--- src/hdl/rsc_pkg.sv ---
// ----------------------------------------------------------------------------
// rsc_pkg
// Shared types, constants and character helpers for the radix string converter.
// ----------------------------------------------------------------------------
package rsc_pkg;

    localparam int RSC_VALUE_BITS  = 31;
    localparam int RSC_STACK_DEPTH = 32;
    localparam int RSC_QUEUE_DEPTH = 2;

    localparam logic [5:0] RSC_BASE_MIN   = 6'd2;
    localparam logic [5:0] RSC_BASE_MAX   = 6'd36;
    localparam logic [5:0] RSC_BASE_RESET = 6'd10;
    localparam logic [5:0] RSC_NO_DIGIT   = 6'd36;
    localparam logic [6:0] RSC_ERR_CHAR   = 7'h30;

    localparam logic REG_IN_BASE  = 1'b0;
    localparam logic REG_OUT_BASE = 1'b1;

    // One classified input character as it travels through the queue.
    typedef struct packed {
        logic       drop;
        logic [5:0] digit;
        logic       last;
    } rsc_item_t;

    function automatic logic [5:0] clamp_base(input logic [5:0] b);
        logic [5:0] r;
        r = b;
        if (b < RSC_BASE_MIN) r = RSC_BASE_MIN;
        if (b > RSC_BASE_MAX) r = RSC_BASE_MAX;
        return r;
    endfunction

    function automatic logic is_dropped(input logic [7:0] c);
        logic r;
        case (c)
            8'h21, 8'h22, 8'h26, 8'h27, 8'h2A, 8'h2B,
            8'h2C, 8'h2D, 8'h2E, 8'h3C, 8'h3F, 8'h5C: r = 1'b1;
            default: r = 1'b0;
        endcase
        return r;
    endfunction

    // Digit value 0..35, or RSC_NO_DIGIT for anything that is not a digit.
    function automatic logic [5:0] digit_value(input logic [7:0] c);
        logic [7:0] u;
        logic [5:0] r;
        u = c;
        if (c >= 8'h61 && c <= 8'h7A) u = c - 8'd32;
        r = RSC_NO_DIGIT;
        if (u >= 8'h30 && u <= 8'h39) r = 6'(u - 8'h30);
        if (u >= 8'h41 && u <= 8'h5A) r = 6'(u - 8'h41 + 8'd10);
        return r;
    endfunction

    function automatic logic [6:0] to_ascii(input logic [5:0] d);
        logic [6:0] r;
        if (d < 6'd10) r = 7'h30 + {1'b0, d};
        else r = 7'h41 + {1'b0, d} - 7'd10;
        return r;
    endfunction

endpackage

--- src/hdl/radix_string_converter.sv ---
// ----------------------------------------------------------------------------
// radix_string_converter
// Converts an ASCII numeral from one radix (2 to 36) to another.
// A character is taken at a rising edge with start high and busy low; last_in
// marks the end of the numeral. Some punctuation is dropped, letters fold to
// upper case. Results appear for one cycle each with result_strobe high, most
// significant digit first, last_out on the final digit; a bad digit, overflow
// or an empty numeral gives one transaction with error set instead.
// Bases must be written through wr_en/wr_index/wr_data while the block is
// idle; the block does not enforce this. A two-entry queue parts the input
// from the converter. A character that does not end the numeral is folded
// into the value. After the last one, the output digits are found by
// bit-serial division, pushed on the digit stack and read back from it; no
// new character is popped until the numeral is done, and busy holds input off
// once the queue is full. The receiver cannot stall. Reset sets both bases to
// 10 and clears the numeral; the digit stack needs no clearing.
// ----------------------------------------------------------------------------
module radix_string_converter
    import rsc_pkg::*;
#(
    parameter int VALUE_BITS  = RSC_VALUE_BITS,
    parameter int STACK_DEPTH = RSC_STACK_DEPTH
)
(
    input  logic       clk,
    input  logic       rst_n,
    input  logic       start,
    output logic       busy,
    input  logic [7:0] char_in,
    input  logic       last_in,
    input  logic       wr_en,
    input  logic       wr_index,
    input  logic [5:0] wr_data,
    output logic       result_strobe,
    output logic [6:0] digit_char,
    output logic       last_out,
    output logic       error
);

    logic [5:0] in_base_reg;
    logic [5:0] out_base_reg;
    logic       item_valid;
    rsc_item_t  item;
    logic       item_pop;

    always_ff @(posedge clk or negedge rst_n)
    begin
        if (!rst_n)
        begin
            in_base_reg  <= RSC_BASE_RESET;
            out_base_reg <= RSC_BASE_RESET;
        end
        else if (wr_en)
        begin
            if (wr_index == REG_IN_BASE) in_base_reg <= wr_data;
            if (wr_index == REG_OUT_BASE) out_base_reg <= wr_data;
        end
    end

    rsc_front u_front
    (
        .clk        (clk),
        .rst_n      (rst_n),
        .start      (start),
        .busy       (busy),
        .char_in    (char_in),
        .last_in    (last_in),
        .item_valid (item_valid),
        .item       (item),
        .item_pop   (item_pop)
    );

    rsc_back
    #(
        .VALUE_BITS  (VALUE_BITS),
        .STACK_DEPTH (STACK_DEPTH)
    )
    u_back
    (
        .clk           (clk),
        .rst_n         (rst_n),
        .in_base       (in_base_reg),
        .out_base      (out_base_reg),
        .item_valid    (item_valid),
        .item          (item),
        .item_pop      (item_pop),
        .result_strobe (result_strobe),
        .digit_char    (digit_char),
        .last_out      (last_out),
        .error         (error)
    );

`ifndef SYNTH
    // An error transaction always closes the numeral and carries '0'.
    a_error_closes: assert property (@(posedge clk) disable iff (!rst_n)
        result_strobe && error |-> last_out && digit_char == RSC_ERR_CHAR)
        else $error("error result without last_out or with a digit");

    // Every emitted character is a legal digit character.
    a_char_range: assert property (@(posedge clk) disable iff (!rst_n)
        result_strobe |-> (digit_char >= 7'h30 && digit_char <= 7'h39) ||
                          (digit_char >= 7'h41 && digit_char <= 7'h5A))
        else $error("emitted character is not a digit");

    // The converter never pops an empty queue.
    a_pop_valid: assert property (@(posedge clk) disable iff (!rst_n)
        item_pop |-> item_valid)
        else $error("queue popped while empty");
`endif

endmodule

--- src/hdl/rsc_front.sv ---
// ----------------------------------------------------------------------------
// rsc_front
// Accepts characters, classifies them and holds them in a short queue.
// ----------------------------------------------------------------------------
module rsc_front
    import rsc_pkg::*;
(
    input  logic       clk,
    input  logic       rst_n,
    input  logic       start,
    output logic       busy,
    input  logic [7:0] char_in,
    input  logic       last_in,
    output logic       item_valid,
    output rsc_item_t  item,
    input  logic       item_pop
);

    localparam int PTR_W = (RSC_QUEUE_DEPTH > 1) ? $clog2(RSC_QUEUE_DEPTH) : 1;
    localparam int CNT_W = $clog2(RSC_QUEUE_DEPTH + 1);

    rsc_item_t        queue_reg [RSC_QUEUE_DEPTH];
    logic [PTR_W-1:0] wr_ptr_reg;
    logic [PTR_W-1:0] wr_ptr_next;
    logic [PTR_W-1:0] rd_ptr_reg;
    logic [PTR_W-1:0] rd_ptr_next;
    logic [CNT_W-1:0] count_reg;
    logic [CNT_W-1:0] count_next;
    logic             push;
    logic             pop;
    rsc_item_t        new_item;

    assign busy       = (count_reg == CNT_W'(RSC_QUEUE_DEPTH));
    assign push       = start && !busy;
    assign item_valid = (count_reg != '0);
    assign pop        = item_pop && item_valid;
    assign item       = queue_reg[rd_ptr_reg];

    always_comb
    begin
        new_item.drop  = is_dropped(char_in);
        new_item.digit = digit_value(char_in);
        new_item.last  = last_in;
    end

    always_comb
    begin
        wr_ptr_next = wr_ptr_reg;
        rd_ptr_next = rd_ptr_reg;
        count_next  = count_reg;
        if (push)
        begin
            wr_ptr_next = (wr_ptr_reg == PTR_W'(RSC_QUEUE_DEPTH - 1)) ? '0
                        : wr_ptr_reg + 1'b1;
        end
        if (pop)
        begin
            rd_ptr_next = (rd_ptr_reg == PTR_W'(RSC_QUEUE_DEPTH - 1)) ? '0
                        : rd_ptr_reg + 1'b1;
        end
        if (push && !pop) count_next = count_reg + 1'b1;
        if (pop && !push) count_next = count_reg - 1'b1;
    end

    always_ff @(posedge clk or negedge rst_n)
    begin
        if (!rst_n)
        begin
            wr_ptr_reg <= '0;
            rd_ptr_reg <= '0;
            count_reg  <= '0;
        end
        else
        begin
            wr_ptr_reg <= wr_ptr_next;
            rd_ptr_reg <= rd_ptr_next;
            count_reg  <= count_next;
        end
    end

    always_ff @(posedge clk)
    begin
        if (push) queue_reg[wr_ptr_reg] <= new_item;
    end

endmodule

--- src/hdl/rsc_back.sv ---
// ----------------------------------------------------------------------------
// rsc_back
// Accumulates digits, converts the value by serial division and emits digits.
// ----------------------------------------------------------------------------
module rsc_back
    import rsc_pkg::*;
#(
    parameter int VALUE_BITS  = RSC_VALUE_BITS,
    parameter int STACK_DEPTH = RSC_STACK_DEPTH
)
(
    input  logic       clk,
    input  logic       rst_n,
    input  logic [5:0] in_base,
    input  logic [5:0] out_base,
    input  logic       item_valid,
    input  rsc_item_t  item,
    output logic       item_pop,
    output logic       result_strobe,
    output logic [6:0] digit_char,
    output logic       last_out,
    output logic       error
);

    localparam int PROD_W = VALUE_BITS + 7;
    localparam int CNT_W  = $clog2(STACK_DEPTH + 1);
    localparam int IDX_W  = $clog2(STACK_DEPTH);
    localparam int BIT_W  = $clog2(VALUE_BITS);

    localparam logic [1:0] ST_IDLE = 2'd0;
    localparam logic [1:0] ST_DIV  = 2'd1;
    localparam logic [1:0] ST_POP  = 2'd2;
    localparam logic [1:0] ST_EMIT = 2'd3;

    logic [1:0]            state_reg;
    logic [1:0]            state_next;
    logic [VALUE_BITS-1:0] acc_reg;
    logic [VALUE_BITS-1:0] acc_next;
    logic                  err_reg;
    logic                  err_next;
    logic                  seen_reg;
    logic                  seen_next;
    logic [VALUE_BITS-1:0] quo_reg;
    logic [VALUE_BITS-1:0] quo_next;
    logic [5:0]            rem_reg;
    logic [5:0]            rem_next;
    logic [BIT_W-1:0]      bit_reg;
    logic [BIT_W-1:0]      bit_next;
    logic [CNT_W-1:0]      cnt_reg;
    logic [CNT_W-1:0]      cnt_next;
    logic [5:0]            rd_data_reg;
    logic                  out_valid_reg;
    logic                  out_valid_next;
    logic [6:0]            out_char_reg;
    logic [6:0]            out_char_next;
    logic                  out_last_reg;
    logic                  out_last_next;
    logic                  out_err_reg;
    logic                  out_err_next;

    logic [5:0]            stack_mem [STACK_DEPTH];
    logic                  mem_we;
    logic [CNT_W-1:0]      cnt_minus;
    logic [IDX_W-1:0]      rd_idx;
    logic [IDX_W-1:0]      wr_idx;

    logic [5:0]            ib;
    logic [5:0]            ob;
    logic [PROD_W-1:0]     prod;
    logic                  ovf;
    logic [6:0]            trial;
    logic                  take;
    logic [5:0]            rem_step;
    logic [VALUE_BITS-1:0] quo_step;

    assign ib        = clamp_base(in_base);
    assign ob        = clamp_base(out_base);
    assign prod      = PROD_W'(acc_reg) * PROD_W'(ib) + PROD_W'(item.digit);
    assign ovf       = |prod[PROD_W-1:VALUE_BITS];
    assign cnt_minus = cnt_reg - 1'b1;
    assign rd_idx    = cnt_minus[IDX_W-1:0];
    assign wr_idx    = cnt_reg[IDX_W-1:0];

    // One restoring division step: the quotient bit shifts in where the
    // dividend bit shifts out.
    assign trial    = {rem_reg, quo_reg[VALUE_BITS-1]};
    assign take     = (trial >= {1'b0, ob});
    assign rem_step = take ? 6'(trial - {1'b0, ob}) : trial[5:0];
    assign quo_step = {quo_reg[VALUE_BITS-2:0], take};

    always_comb
    begin
        logic [VALUE_BITS-1:0] acc_v;
        logic                  err_v;
        logic                  seen_v;

        state_next     = state_reg;
        acc_next       = acc_reg;
        err_next       = err_reg;
        seen_next      = seen_reg;
        quo_next       = quo_reg;
        rem_next       = rem_reg;
        bit_next       = bit_reg;
        cnt_next       = cnt_reg;
        out_valid_next = 1'b0;
        out_char_next  = out_char_reg;
        out_last_next  = out_last_reg;
        out_err_next   = out_err_reg;
        item_pop       = 1'b0;
        mem_we         = 1'b0;
        acc_v          = acc_reg;
        err_v          = err_reg;
        seen_v         = seen_reg;

        case (state_reg)
            ST_IDLE:
            begin
                if (item_valid)
                begin
                    item_pop = 1'b1;
                    if (!item.drop && !err_reg)
                    begin
                        if (item.digit >= ib) err_v = 1'b1;
                        else if (ovf) err_v = 1'b1;
                        else
                        begin
                            acc_v  = prod[VALUE_BITS-1:0];
                            seen_v = 1'b1;
                        end
                    end
                    if (item.last)
                    begin
                        acc_next  = '0;
                        err_next  = 1'b0;
                        seen_next = 1'b0;
                        if (err_v || !seen_v)
                        begin
                            out_valid_next = 1'b1;
                            out_char_next  = RSC_ERR_CHAR;
                            out_last_next  = 1'b1;
                            out_err_next   = 1'b1;
                        end
                        else
                        begin
                            quo_next   = acc_v;
                            rem_next   = '0;
                            bit_next   = BIT_W'(VALUE_BITS - 1);
                            cnt_next   = '0;
                            state_next = ST_DIV;
                        end
                    end
                    else
                    begin
                        acc_next  = acc_v;
                        err_next  = err_v;
                        seen_next = seen_v;
                    end
                end
            end
            ST_DIV:
            begin
                quo_next = quo_step;
                rem_next = rem_step;
                bit_next = bit_reg - 1'b1;
                if (bit_reg == '0)
                begin
                    if (cnt_reg == CNT_W'(STACK_DEPTH))
                    begin
                        // The value needs more digits than the stack holds.
                        out_valid_next = 1'b1;
                        out_char_next  = RSC_ERR_CHAR;
                        out_last_next  = 1'b1;
                        out_err_next   = 1'b1;
                        state_next     = ST_IDLE;
                    end
                    else
                    begin
                        mem_we   = 1'b1;
                        cnt_next = cnt_reg + 1'b1;
                        if (quo_step == '0) state_next = ST_POP;
                        else
                        begin
                            rem_next = '0;
                            bit_next = BIT_W'(VALUE_BITS - 1);
                        end
                    end
                end
            end
            ST_POP:
            begin
                cnt_next   = cnt_minus;
                state_next = ST_EMIT;
            end
            ST_EMIT:
            begin
                out_valid_next = 1'b1;
                out_char_next  = to_ascii(rd_data_reg);
                out_last_next  = (cnt_reg == '0);
                out_err_next   = 1'b0;
                state_next     = (cnt_reg == '0) ? ST_IDLE : ST_POP;
            end
            default:
            begin
                state_next = ST_IDLE;
            end
        endcase
    end

    always_ff @(posedge clk or negedge rst_n)
    begin
        if (!rst_n)
        begin
            state_reg     <= ST_IDLE;
            acc_reg       <= '0;
            err_reg       <= 1'b0;
            seen_reg      <= 1'b0;
            cnt_reg       <= '0;
            out_valid_reg <= 1'b0;
        end
        else
        begin
            state_reg     <= state_next;
            acc_reg       <= acc_next;
            err_reg       <= err_next;
            seen_reg      <= seen_next;
            cnt_reg       <= cnt_next;
            out_valid_reg <= out_valid_next;
        end
    end

    always_ff @(posedge clk)
    begin
        quo_reg      <= quo_next;
        rem_reg      <= rem_next;
        bit_reg      <= bit_next;
        out_char_reg <= out_char_next;
        out_last_reg <= out_last_next;
        out_err_reg  <= out_err_next;
    end

    always_ff @(posedge clk)
    begin
        if (mem_we) stack_mem[wr_idx] <= rem_step;
    end

    always_ff @(posedge clk)
    begin
        if (state_reg == ST_POP) rd_data_reg <= stack_mem[rd_idx];
    end

    assign result_strobe = out_valid_reg;
    assign digit_char    = out_char_reg;
    assign last_out      = out_last_reg;
    assign error         = out_err_reg;

endmodule
--- config.mk ---
export PLATFORM = sky130hd
export DESIGN_NAME = radix_string_converter
export DESIGN_NICKNAME = d
export VERILOG_FILES = /design/src/hdl/rsc_pkg.sv /design/src/hdl/radix_string_converter.sv /design/src/hdl/rsc_front.sv /design/src/hdl/rsc_back.sv
export SDC_FILE = /design/constraint.sdc
export NUM_CORES = 1
export LEC_CHECK = 0
export BUFFER_PORTS_ARGS = -buffer_cell sky130_fd_sc_hd__buf_2
export CORE_MARGIN = 1.5
export CORE_UTILIZATION = 58
export DETAILED_ROUTE_END_ITERATION = 12
export GPL_ROUTABILITY_DRIVEN = 0
export HOLD_SLACK_MARGIN = 0.12
export PLACE_DENSITY_LB_ADDON = 0.2
export SLEW_MARGIN = 20
export SYNTH_ARGS = -nofsm -noshare
export SYNTH_HDL_FRONTEND = slang
export SYNTH_SLANG_ARGS = --single-unit
--- constraint.sdc ---
create_clock -name clk -period 6.9 [get_ports clk]
set_input_delay 1.38 -clock clk [delete_from_list [all_inputs] [get_ports clk]]
set_output_delay 1.38 -clock clk [all_outputs]
set_load 0.005 [all_outputs]
==> summary.md, run 1 <==
| Metric | Value |
|---|---|
| Clk_lat worst skew | `520 ps` |
| Layout area overhead | `10.9%` |
| R2R Setup Slk | `210 ps` |
| Post-Route WL | `46.6 mm` |
| Residual DRC | `0` |
| Global-route usage over all layers | `25.7%` |
| FF-to-FF End | `u_back.acc_reg[10]` |
| Synth cell count leaders | `edfxtp_1 (265), nand2_1 (124), fa_1 (121), ha_1 (120), and2_1 (117)` |
| Post-synthesis sequential area ratio | `45.0%` |
| Setup crit end | `u_back.acc_reg[10]` |
| TritonCTS Buffers | `34` |
| Core area | `35600 um2` |
| Post-synth ARST share | `18.0%` |
| Largest area contributor in the netlist | `edfxtp_1` |
| Die Ht | `193 um` |
| R2R cell count | `22` |
| Post-synth top area share | `38.0%` |
| Critical Path Source | `in_base_reg[3]` |
| Final slew viol count | `0` |
| Hpwl dp | `33.1 mm` |
| Clk network pwr share | `20.1%` |
| Avg Inst Size Synth | `12.5 um2` |
| Switching power | `0.00330 W` |
| Final nets | `1990` |
| LEAKAGE | `9.61 nW` |
| Reg clk slew, reported paths | `60 ps` |
| Crit Path Class | `flip-flop to flip-flop` |
| Vias in the first global route | `13500` |
| Ys flop type | `edfxtp_1` |
| Worst path max stage delay | `540 ps` |
| Final worst-path cycle share | `97.0%` |
| Syn_nets | `1942` |
| P_int | `0.00554 W` |
| Worst VDD drop | `0.242 mV` |
| Diodes inserted | `0` |
| Status | `finished clean` |
| Final Cell Area | `23200 um2` |
| Gate power share | `43.6%` |
| WP data required | `7300 ps` |
| Sequential power share | `36.3%` |
| Worst path bufs/invs | `3` |
| Startpoint Class | `flip-flop` |
| Crit. End Element | `flip-flop` |
| Hold Fails Final Rpt | `0` |
| Fraction of layout cells with a size suffix above 1 | `16.0%` |
| Critical Path AT | `7090 ps` |
| CTS tree | `yes` |
| #FFs+latches synth | `323` |
| Clk_skew | `13.6 ps` |
| Crit path depth | `22` |
| Max-slew headroom | `35.1%` |
| Number of flops mapped to enable cells by yosys | `265` |
| Boundary Pins | `31` |
| Hold_buf cts | `0` |
| Top area cells in the synthesized netlist | `edfxtp_1 (38%), fa_1 (12%), ha_1 (7.2%)` |
| 1st-iter DRT viols | `1267` |
| Min Tclk post-route | `6690 ps` |
| Synth Cell Area | `20900 um2` |
| Most common cell on crit path | `fa_1` |
| Crit Path Max Fanout | `31` |
| Synth cell types | `81` |
| Drt pass-1 iters | `5` |
| Max-Cap Viols | `0` |
| Warning count from the yosys run | `0` |
| Worst-Margin Slew | `971 ps` |
| Largest net degree at the start of global routing | `82` |
| Top Family by Delay on Critical Path | `adder cells` |
| Fmax | `149 MHz` |
| Clock sink count | `323` |
| Final Util | `65.3%` |
| First-pass GRT wire length | `74.0 mm` |
| Placed standard-cell area | `21800 um2` |
| Die Area | `37200 um2` |
| Clk buf depth | `3` |
| Port bufs | `30` |
| Die Wd | `193 um` |
| Max reg flops | `192` |
| Row cnt | `69` |
| Vias per Instance | `6.15` |
| Initial core utilization | `58.9%` |
| CP max stage cell | `dfstp_2` |
| ANT nets after route | `0` |
| CTS H-tree depth | `2` |
| Pwr dens | `381 nW/um2` |
| Most frequent cell after synthesis | `edfxtp_1` |
| Hold crit path type | `flip-flop to flip-flop` |
| Final setup violation count | `0` |
| Crit-path cells | `or2_4, nor2_4, maj3_1, buf_12, and2_1, fa_1, fa_1, fa_1, ha_1, ha_1, a21oi_2, o21ai_0, a221o_1, o21ai_1, o31ai_2, mux2i_1, or4_4, nor3_4, clkbuf_16, buf_4, o21ai_4, a22o_1` |
| Synth Instances | `1681` |
| Switching share of power | `37.3%` |
| CTS root buf | `clkbuf_16` |
| Hold Crit Start | `u_front.wr_ptr_reg` |
| FF-to-FF Start | `in_base_reg[3]` |
| Grt ovf | `0` |
| DR vias | `13600` |
| Initial antenna violation count | `1` |
| Routed length per instance | `21.0 um` |
-- timing repair --
item                       in CTS  in global routing
setup endpoints to repair      55                122
gates resized for setup         3                 36
buffers inserted                0                 11
pin swaps                       1                 12
cloned                          0                  4
-- cell families after synthesis --
| family | after synthesis | synth area share, % |
|---|---|---|
| compound gates | 265 | 8.33 |
| buf+inv | 170 | 3.51 |
| fa+ha+maj | 242 | 18.8 |
| mux | 127 | 9.80 |
| xor+xnor | 55 | 2.30 |
| simple gates | 499 | 12.3 |
| flops | 323 | 45.0 |
-- metrics by stage --
stage	TNS (ps)	cells	total power (W)	hold WS (ps)	setup WS (ps)
floorplan	0	1681	0.00568	461	48.4
global placement	0	2136	0.00671	480	71.5
detailed placement	-89.6	2137	0.00684	482	-24.4
CTS	0	2199	0.00864	494	39.6
global route	-67.7	2216	0.00932	540	-22.7
finish	0	2216	0.00885	491	208
-- area by class of cell --
| type | instances | area [um2] |
|---|---|---|
| fillers | 2627 | 12400 |
| well taps | 461 | 577 |
| flip-flops and latches | 323 | 9420 |
| multi-input cells | 1189 | 11000 |
| clock inverters | 16 | 176 |
| inverters | 93 | 349 |
| repair buffers | 88 | 764 |
| clock buffers | 46 | 906 |
-- power groups by stage --
stage	registers, W	logic (W)	clock network, W
floorplan	0.00317	0.00251	0
global placement	0.00324	0.00347	0
detailed placement	0.00324	0.00360	0
CTS	0.00321	0.00363	0.00181
global route	0.00324	0.00421	0.00188
finish	0.00321	0.00386	0.00178
-- layer usage --
metal	global-route usage (%)	share of wire, %	wire length (um)	vias to the layer above
met1	38.5	45	21000	6895
met3	3.62	6.4	2990	59
li1	-	-	-	6202
met5	0	0.019	9	-
met2	40.4	47	21900	462
met4	5.59	1.6	752	2
-- layout by cell type, fill, tap and decap left out, drive strengths merged, types with 60 or more instances in the layout --
cell,synthesis,routed
a21oi,68,68
and2,117,117
buf,26,85
edfxtp,265,265
fa,121,121
ha,120,120
inv,91,93
mux4,60,60
nand2,124,124
nor2,88,88
o21ai,81,82
-- how the worst min path moves through the flow --
stage,slack (ps),cells past startpoint,end
finish,490,1,u_front.wr_ptr_reg
global route,540,1,u_front.wr_ptr_reg
CTS,490,1,u_front.wr_ptr_reg
detailed placement,480,1,u_front.wr_ptr_reg
global placement,480,1,u_front.wr_ptr_reg
floorplan,460,1,u_front.wr_ptr_reg
Note: power is estimated with default switching activity, not from simulation.
==> run 2, diff against run 1 <==
--- a/config.mk
+++ b/config.mk
@@ -12,6 +12,7 @@
 export GPL_ROUTABILITY_DRIVEN = 0
 export HOLD_SLACK_MARGIN = 0.12
 export PLACE_DENSITY_LB_ADDON = 0.2
+export REMOVE_ABC_BUFFERS = 1
 export SLEW_MARGIN = 20
 export SYNTH_ARGS = -nofsm -noshare
 export SYNTH_HDL_FRONTEND = slang
==> summary.md, run 2 (same netlist as run 1, synthesis figures left out) <==
| Metric | Value |
|---|---|
| Hpwl dp | `33.2 mm (+0.52%)` |
| Post-layout instance count excluding filler cells | `2219 (+0.14%)` |
| Final nets | `1992 (+0.10%)` |
| R2R cell count | `25 (+14%)` |
| Status | `finished clean` |
| Pwr dens | `385 nW/um2 (+0.99%)` |
| Switching share of power | `37.2% (-0.10 points)` |
| Max-slew headroom | `31.7% (-3.5 points)` |
| Post-Route WL | `47.3 mm (+1.6%)` |
| Drt pass-1 iters | `5 (unchanged)` |
| Hold Crit Start | `u_front.wr_ptr_reg` |
| Critical Path Source | `in_base_reg[4]` |
| Sequential power share | `36.0% (-0.3 points)` |
| Max reg flops | `192 (unchanged)` |
| TritonCTS Buffers | `37 (+8.8%)` |
| Worst VDD drop | `0.344 mV (+42%)` |
| Hold Fails Final Rpt | `0 (unchanged)` |
| Hold Slack | `499 ps (+7.86 ps)` |
| CTS H-tree depth | `2 (unchanged)` |
| Startpoint Class | `flip-flop` |
| Residual DRC | `0 (unchanged)` |
| CP max stage cell | `fa_1` |
| Initial core utilization | `58.9% (unchanged)` |
| Row cnt | `69 (unchanged)` |
| CTS root buf | `clkbuf_16` |
| Fmax | `149 MHz (about the same)` |
| Clk_skew | `29.3 ps (+15.7 ps)` |
| Routed length per instance | `21.3 um (+1.5%)` |
| Boundary Pins | `31 (unchanged)` |
| Most common cell after layout, fill and taps aside | `edfxtp_1` |
| ANT nets after route | `0 (unchanged)` |
| Hold_buf cts | `0 (unchanged)` |
| Fill count | `2591 (-1.4%)` |
| Worst slack, placed | `-11.4 ps (+13.0 ps)` |
| Final worst-path cycle share | `97.0% (about the same)` |
| Grt ovf | `0 (unchanged)` |
| Fraction of layout cells with a size suffix above 1 | `16.0% (+0.087 points)` |
| Core area | `35600 um2 (unchanged)` |
| Diodes inserted | `0 (unchanged)` |
| Vias per Instance | `6.21 (+1.0%)` |
| Clk_lat worst skew | `550 ps (+30 ps)` |
| Final setup violation count | `0 (unchanged)` |
| Initial antenna violation count | `0 (-1)` |
| Die Wd | `193 um (unchanged)` |
| Die Area | `37200 um2 (unchanged)` |
| Reg clk slew, reported paths | `60 ps (about the same)` |
| Layout area overhead | `11.1%` |
| Crit Path Max Fanout | `12 (-61%)` |
| Setup WS post-layout | `210 ps (+2.25 ps)` |
| Port bufs | `30 (unchanged)` |
| Most common cell on crit path | `fa_1` |
| LEAKAGE | `9.67 nW (+0.57%)` |
| Worst path max stage delay | `530 ps (about the same)` |
| Gate power share | `42.1% (-1.5 points)` |
| DR vias | `13800 (+1.1%)` |
| First-pass GRT wire length | `76.2 mm (+2.9%)` |
| Critical Path AT | `6930 ps (-160 ps)` |
| 1st-iter DRT viols | `1219 (-3.8%)` |
| Global-route usage over all layers | `26.5% (+0.78 points)` |
| Setup crit end | `u_back.quo_reg[28]` |
| Min Tclk post-route | `6690 ps (-2.25 ps)` |
| Clk buf depth | `3 (unchanged)` |
| CTS tree | `yes` |
| WP data required | `7140 ps (-160 ps)` |
| FF-to-FF End | `u_back.quo_reg[28]` |
| FF-to-FF Start | `in_base_reg[4]` |
| R2R Setup Slk | `210 ps (about the same)` |
| Die Ht | `193 um (unchanged)` |
| Final Util | `65.4% (+0.11 points)` |
| Clk network pwr share | `21.9% (+1.8 points)` |
| Vias in the first global route | `13800 (+2.2%)` |
| Hold path depth | `1 (unchanged)` |
| Most frequent cells in the layout | `edfxtp_1 (265), nand2_1 (124), fa_1 (121), and2_1 (117), ha_1 (117)` |
| Hold crit path type | `flip-flop to flip-flop` |
| Switching power | `0.00333 W (+0.88%)` |
| Final slew viol count | `0 (unchanged)` |
| Dpl cells | `2141 (+0.19%)` |
| Largest net degree at the start of global routing | `81 (-1.2%)` |
| Crit. End Element | `flip-flop` |
| P_int | `0.00562 W (+1.3%)` |
| Max-Cap Viols | `0 (unchanged)` |
| Crit Path Class | `flip-flop to flip-flop` |
| Clock sink count | `323 (unchanged)` |
| Worst-Margin Slew | `1020 ps (+51.8 ps)` |
-- run 2: cell types whose count changed in the layout (fill, tap and decap cells not counted), moves of 3 or more --
cell      change
mux2i_1       -4
clkbuf_1     -10
mux2i_2       +3
a21oi_1       +3
ha_1          +6
ha_2          -6
clkinv_1      +3
a21oi_2       -3
buf_4         +3
clkinv_2      +3
-- run 2: final cells by class --
| type | instances | area, um2 | area share, % |
|---|---|---|---|
| clock buffer | 39 | 943 | 4.06 |
| sequential | 323 | 9420 | 40.5 |
| tap | 461 | 577 | 2.48 |
| inverter | 93 | 349 | 1.50 |
| multi-input combinational | 1189 | 11000 | 47.3 |
| timing repair buffer | 87 | 693 | 2.98 |
| clock inverter | 27 | 278 | 1.19 |
-- run 2: through the flow --
stage,power (W),setup TNS [ps],area [um2]
after floorplan,0.00560,-172550,20600
after global placement,0.00673,0,21800
after detailed placement,0.00685,-119,21800
after CTS,0.00884,0,23000
after global routing,0.00947,-30.7,23300
final,0.00895,0,23300
-- run 2: what timing repair did --
action	in CTS	in global routing
pin swaps	1	6
buffers inserted	1	8
gates resized for setup	2	23
endpoints found under the setup margin	15	121
cloned	0	3
-- run 2: worst max-delay path: cells and delay by family (launching register included) --
family                     cells  cell delay [ps]
AOI/OAI and AO/OA              7             1310
adders and majority gates      5             2270
buffers and inverters          5              490
DFF                            1              380
muxes                          2              540
and+or+nand+nor                6             1410
-- run 2: worst min-delay path by stage --
| stage | to | slack [ps] |
|---|---|---|
| 6_report | u_front.wr_ptr_reg | 500 |
| 5_1_grt | in_base_reg[4] | 540 |
| 4_1_cts | u_front.wr_ptr_reg | 490 |
| 3_5_place_dp | u_front.wr_ptr_reg | 480 |
| 3_3_place_gp | u_front.wr_ptr_reg | 480 |
| 2_1_floorplan | u_front.wr_ptr_reg | 460 |
-- run 2: layer usage --
layer | global-route usage (%) | wire length, um | share of wire [%]
met1 | 40.8 | 21300 | 45
met2 | 40.7 | 22100 | 47
met3 | 3.57 | 3370 | 7.1
met4 | 5.06 | 593 | 1.3
met5 | 0 | 0 | 0
-- run 2: power groups by stage --
stage,clock (W),combinational (W),sequential (W)
after floorplan,0,0.00236,0.00324
after detailed placement,0,0.00360,0.00325
after global placement,0,0.00349,0.00324
after CTS,0.00199,0.00363,0.00322
final,0.00196,0.00377,0.00322
after global routing,0.00207,0.00414,0.00326
==> run 3, diff against run 2 <==
--- a/config.mk
+++ b/config.mk
@@ -6,14 +6,15 @@
 export NUM_CORES = 1
 export LEC_CHECK = 0
 export BUFFER_PORTS_ARGS = -buffer_cell sky130_fd_sc_hd__buf_2
+export CORE_ASPECT_RATIO = 1.25
 export CORE_MARGIN = 1.5
 export CORE_UTILIZATION = 58
 export DETAILED_ROUTE_END_ITERATION = 12
-export GPL_ROUTABILITY_DRIVEN = 0
 export HOLD_SLACK_MARGIN = 0.12
 export PLACE_DENSITY_LB_ADDON = 0.2
 export REMOVE_ABC_BUFFERS = 1
 export SLEW_MARGIN = 20
 export SYNTH_ARGS = -nofsm -noshare
 export SYNTH_HDL_FRONTEND = slang
+export SYNTH_HIERARCHICAL = 1
 export SYNTH_SLANG_ARGS = --single-unit
==> summary.md, run 3 <==
| Metric | Value |
|---|---|
| Initial core utilization | `59.2% (+0.31 points)` |
| Die Ht | `216 um (+12%)` |
| Number of flops mapped to enable cells by yosys | `265 (unchanged)` |
| R2R Setup Slk | `190 ps (-20 ps)` |
| Drt pass-1 iters | `5 (unchanged)` |
| #FFs+latches synth | `323 (unchanged)` |
| Most frequent cell after synthesis | `edfxtp_1` |
| TNS Setup | `0 ps (unchanged)` |
| Final Cell Area | `23900 um2 (+2.7%)` |
| Layout area overhead | `13.2%` |
| Top Family by Delay on Critical Path | `adder cells` |
| Post-synth top area share | `37.7% (-0.28 points)` |
| Warning count from the yosys run | `6 (+6)` |
| Largest net degree at the start of global routing | `59 (-27%)` |
| Max-Cap Viols | `0 (unchanged)` |
| R2R cell count | `25 (unchanged)` |
| DR vias | `14500 (+5.0%)` |
| GP Congestion | `0.976` |
| Pwr dens | `472 nW/um2 (+23%)` |
| Crit. End Element | `flip-flop` |
| Hold Fails Final Rpt | `0 (unchanged)` |
| Worst-Margin Slew | `1130 ps (+105 ps)` |
| Most common cell after layout, fill and taps aside | `edfxtp_1` |
| Post-synthesis sequential area ratio | `44.6% (-0.33 points)` |
| Worst path max stage delay | `550 ps (+20 ps)` |
| Fraction of layout cells with a size suffix above 1 | `18.2% (+2.1 points)` |
| Post-Route WL | `53.0 mm (+12%)` |
| Max reg flops | `192 (unchanged)` |
| Final setup violation count | `0 (unchanged)` |
| Clk_lat worst skew | `540 ps (about the same)` |
| Fill count | `2654 (+2.4%)` |
| Worst path bufs/invs | `6 (+1)` |
| Critical Path AT | `6950 ps (+20 ps)` |
| LEAKAGE | `9.76 nW (+1.0%)` |
| Avg Inst Size Synth | `12.3 um2 (-1.5%)` |
| Synth Instances | `1720 (+2.3%)` |
| Reg clk slew, reported paths | `60 ps (about the same)` |
| Hold path depth | `1 (unchanged)` |
| CTS tree | `yes` |
| Crit Path Class | `flip-flop to flip-flop` |
| CTS root buf | `clkbuf_16` |
| Clk_skew | `19.2 ps (-10.1 ps)` |
| Final slew viol count | `0 (unchanged)` |
| Synth cell types | `78 (-3.7%)` |
| Vias in the first global route | `15200 (+10%)` |
| WP data required | `7140 ps (about the same)` |
| Hold crit path type | `flip-flop to flip-flop` |
| CP max stage cell | `fa_1` |
| Overall power | `0.0113 W (+26%)` |
| Startpoint Class | `flip-flop` |
| ANT nets after route | `0 (unchanged)` |
| Clk buf depth | `3 (unchanged)` |
| Final worst-path cycle share | `97.2% (+0.29 points)` |
| Placed standard-cell area | `22500 um2 (+3.2%)` |
| Most common cell on crit path | `buf_4` |
| Global-route usage over all layers | `28.8% (+2.4 points)` |
| Largest area contributor in the netlist | `edfxtp_1` |
| TritonCTS Buffers | `34 (-8.1%)` |
| Most frequent cells in the layout | `edfxtp_1 (265), nand2_1 (134), and2_1 (129), fa_1 (121), nor2_1 (118)` |
| CTS H-tree depth | `2 (unchanged)` |
| Vias per Instance | `6.22 (+0.17%)` |
| Synth cell count leaders | `edfxtp_1 (265), nand2_1 (134), and2_1 (129), fa_1 (121)` |
| Routed length per instance | `22.8 um (+6.8%)` |
| Port bufs | `30 (unchanged)` |
| Core area | `35600 um2 (+0.22%)` |
| Met3 wire length | `2.30 mm (-32%)` |
| Residual DRC | `0 (unchanged)` |
| Clock sink count | `323 (unchanged)` |
| Boundary Pins | `31 (unchanged)` |
| Metal-1 WL | `19.7 mm (-7.3%)` |
| FF-to-FF End | `u_back/quo_reg[11]` |
| Post-synth ARST share | `18.0% (unchanged)` |
| Ys flop type | `edfxtp_1` |
| WL met2 | `28.1 mm (+27%)` |
| Row cnt | `77 (+12%)` |
| Diodes inserted | `0 (unchanged)` |
| Status | `finished clean` |
| Top area cells in the synthesized netlist | `edfxtp_1 (38%), fa_1 (11%), ha_1 (7.1%)` |
| Die Wd | `174 um (-10%)` |
| Min Tclk post-route | `6710 ps (+20.0 ps)` |
| Max layer used | `met4` |
| Final nets | `2085 (+4.7%)` |
| FF-to-FF Start | `in_base_reg[3]` |
| Hold Crit Start | `u_front/count_reg[1]` |
| Synth Cell Area | `21100 um2 (+0.74%)` |
| Crit Path Max Fanout | `9 (-3)` |
| First-pass GRT wire length | `83.2 mm (+9.3%)` |
| Fmax | `149 MHz (-0.30%)` |
| 1st-iter DRT viols | `1205 (-1.1%)` |
| Grt ovf | `0 (unchanged)` |
| Max-slew headroom | `24.9% (-6.8 points)` |
| Initial antenna violation count | `0 (unchanged)` |
| Worst VDD drop | `0.366 mV (+6.6%)` |
| Hpwl dp | `38.5 mm (+16%)` |
| Die Area | `37500 um2 (+0.74%)` |
| WHS Endpoint | `u_front/count_reg[1]` |
[run 3: worst reg2reg max path, cell delays in order, from the launching register on]
cell and delay (ps):
dfstp_2 530, or2_4 150, o21ai_2 60, a21o_1 220
buf_12 140, buf_4 170, buf_4 140, and2_1 160
fa_1 550, fa_1 480, fa_1 500, ha_1 300
ha_1 350, buf_4 150, nand2_1 90, a211oi_1 270
o21a_1 240, o211ai_1 230, a21oi_2 230, o31ai_1 120
a2111o_1 440, nor3_4 230, buf_12 190, buf_4 150
mux2i_1 230, o21ai_1 110
[run 3: how the worst max path moves through the flow]
stage,start,to,slack [ps],cells past startpoint
after global routing,in_base_reg[4],u_back/quo_reg[30],-110,29
after CTS,in_base_reg[4],u_back/quo_reg[11],8,28
after global placement,in_base_reg[3],u_back/quo_reg[19],70,27
after floorplan,in_base_reg[3],u_back/bit_reg[0],-3060,21
after detailed placement,in_base_reg[4],u_back/quo_reg[11],-60,28
final,in_base_reg[3],u_back/quo_reg[11],190,25
[run 3: cell type report]
class / instances / area (um2) / share of cell area, %
Clock buffer: 45 / 953 / 3.99
Clock inverter: 17 / 178 / 0.744
Inverter: 91 / 342 / 1.43
Multi-Input combinational cell: 1234 / 11200 / 47.1
Sequential cell: 323 / 9420 / 39.4
Tap cell: 474 / 593 / 2.48
Timing Repair Buffer: 141 / 1160 / 4.86
[run 3: through the flow]
| stage | utilization (%) | hold slack (ps) | setup WS, ps | instances |
|---|---|---|---|---|
| detailed placement | 63.1 | 479 | -55.4 | 2252 |
| finish | 67.0 | 495 | 190 | 2325 |
| global route | 67.0 | 513 | -109 | 2325 |
| floorplan | - | 456 | -3060 | 1648 |
| global placement | 63.1 | 474 | 70.2 | 2252 |
| CTS | 66.3 | 492 | 8.25 | 2314 |
[run 3: per-layer routing]
metal | vias up | global-route usage (%)
met1 | 7266 | 33.8
met2 | 522 | 52.9
met5 | - | 0
met4 | 0 | 13.8
li1 | 6484 | -
met3 | 185 | 3.14
[run 3: where the power goes]
group	internal (W)	switching (W)
combinational	0.00248	0.00360
sequential	0.00303	0.000315
clock	0.00107	0.000784
[run 3: cells by family after synthesis]
| group | Yosys count | share of synthesized area (%) |
|---|---|---|
| fa+ha+maj | 240 | 18.5 |
| mux | 129 | 9.85 |
| simple gates | 540 | 13.0 |
| buf+inv | 163 | 3.01 |
| compound gates | 278 | 8.98 |
| xor+xnor | 47 | 1.95 |
| flops | 323 | 44.6 |
[run 3: what timing repair did]
action                                  4_1_cts  5_1_grt
gates resized for setup                       4       28
hold buffers                                  0        0
pin swaps                                     0       17
endpoints found under the setup margin       35      123
cloned                                        0        1
buffers inserted                              0        9
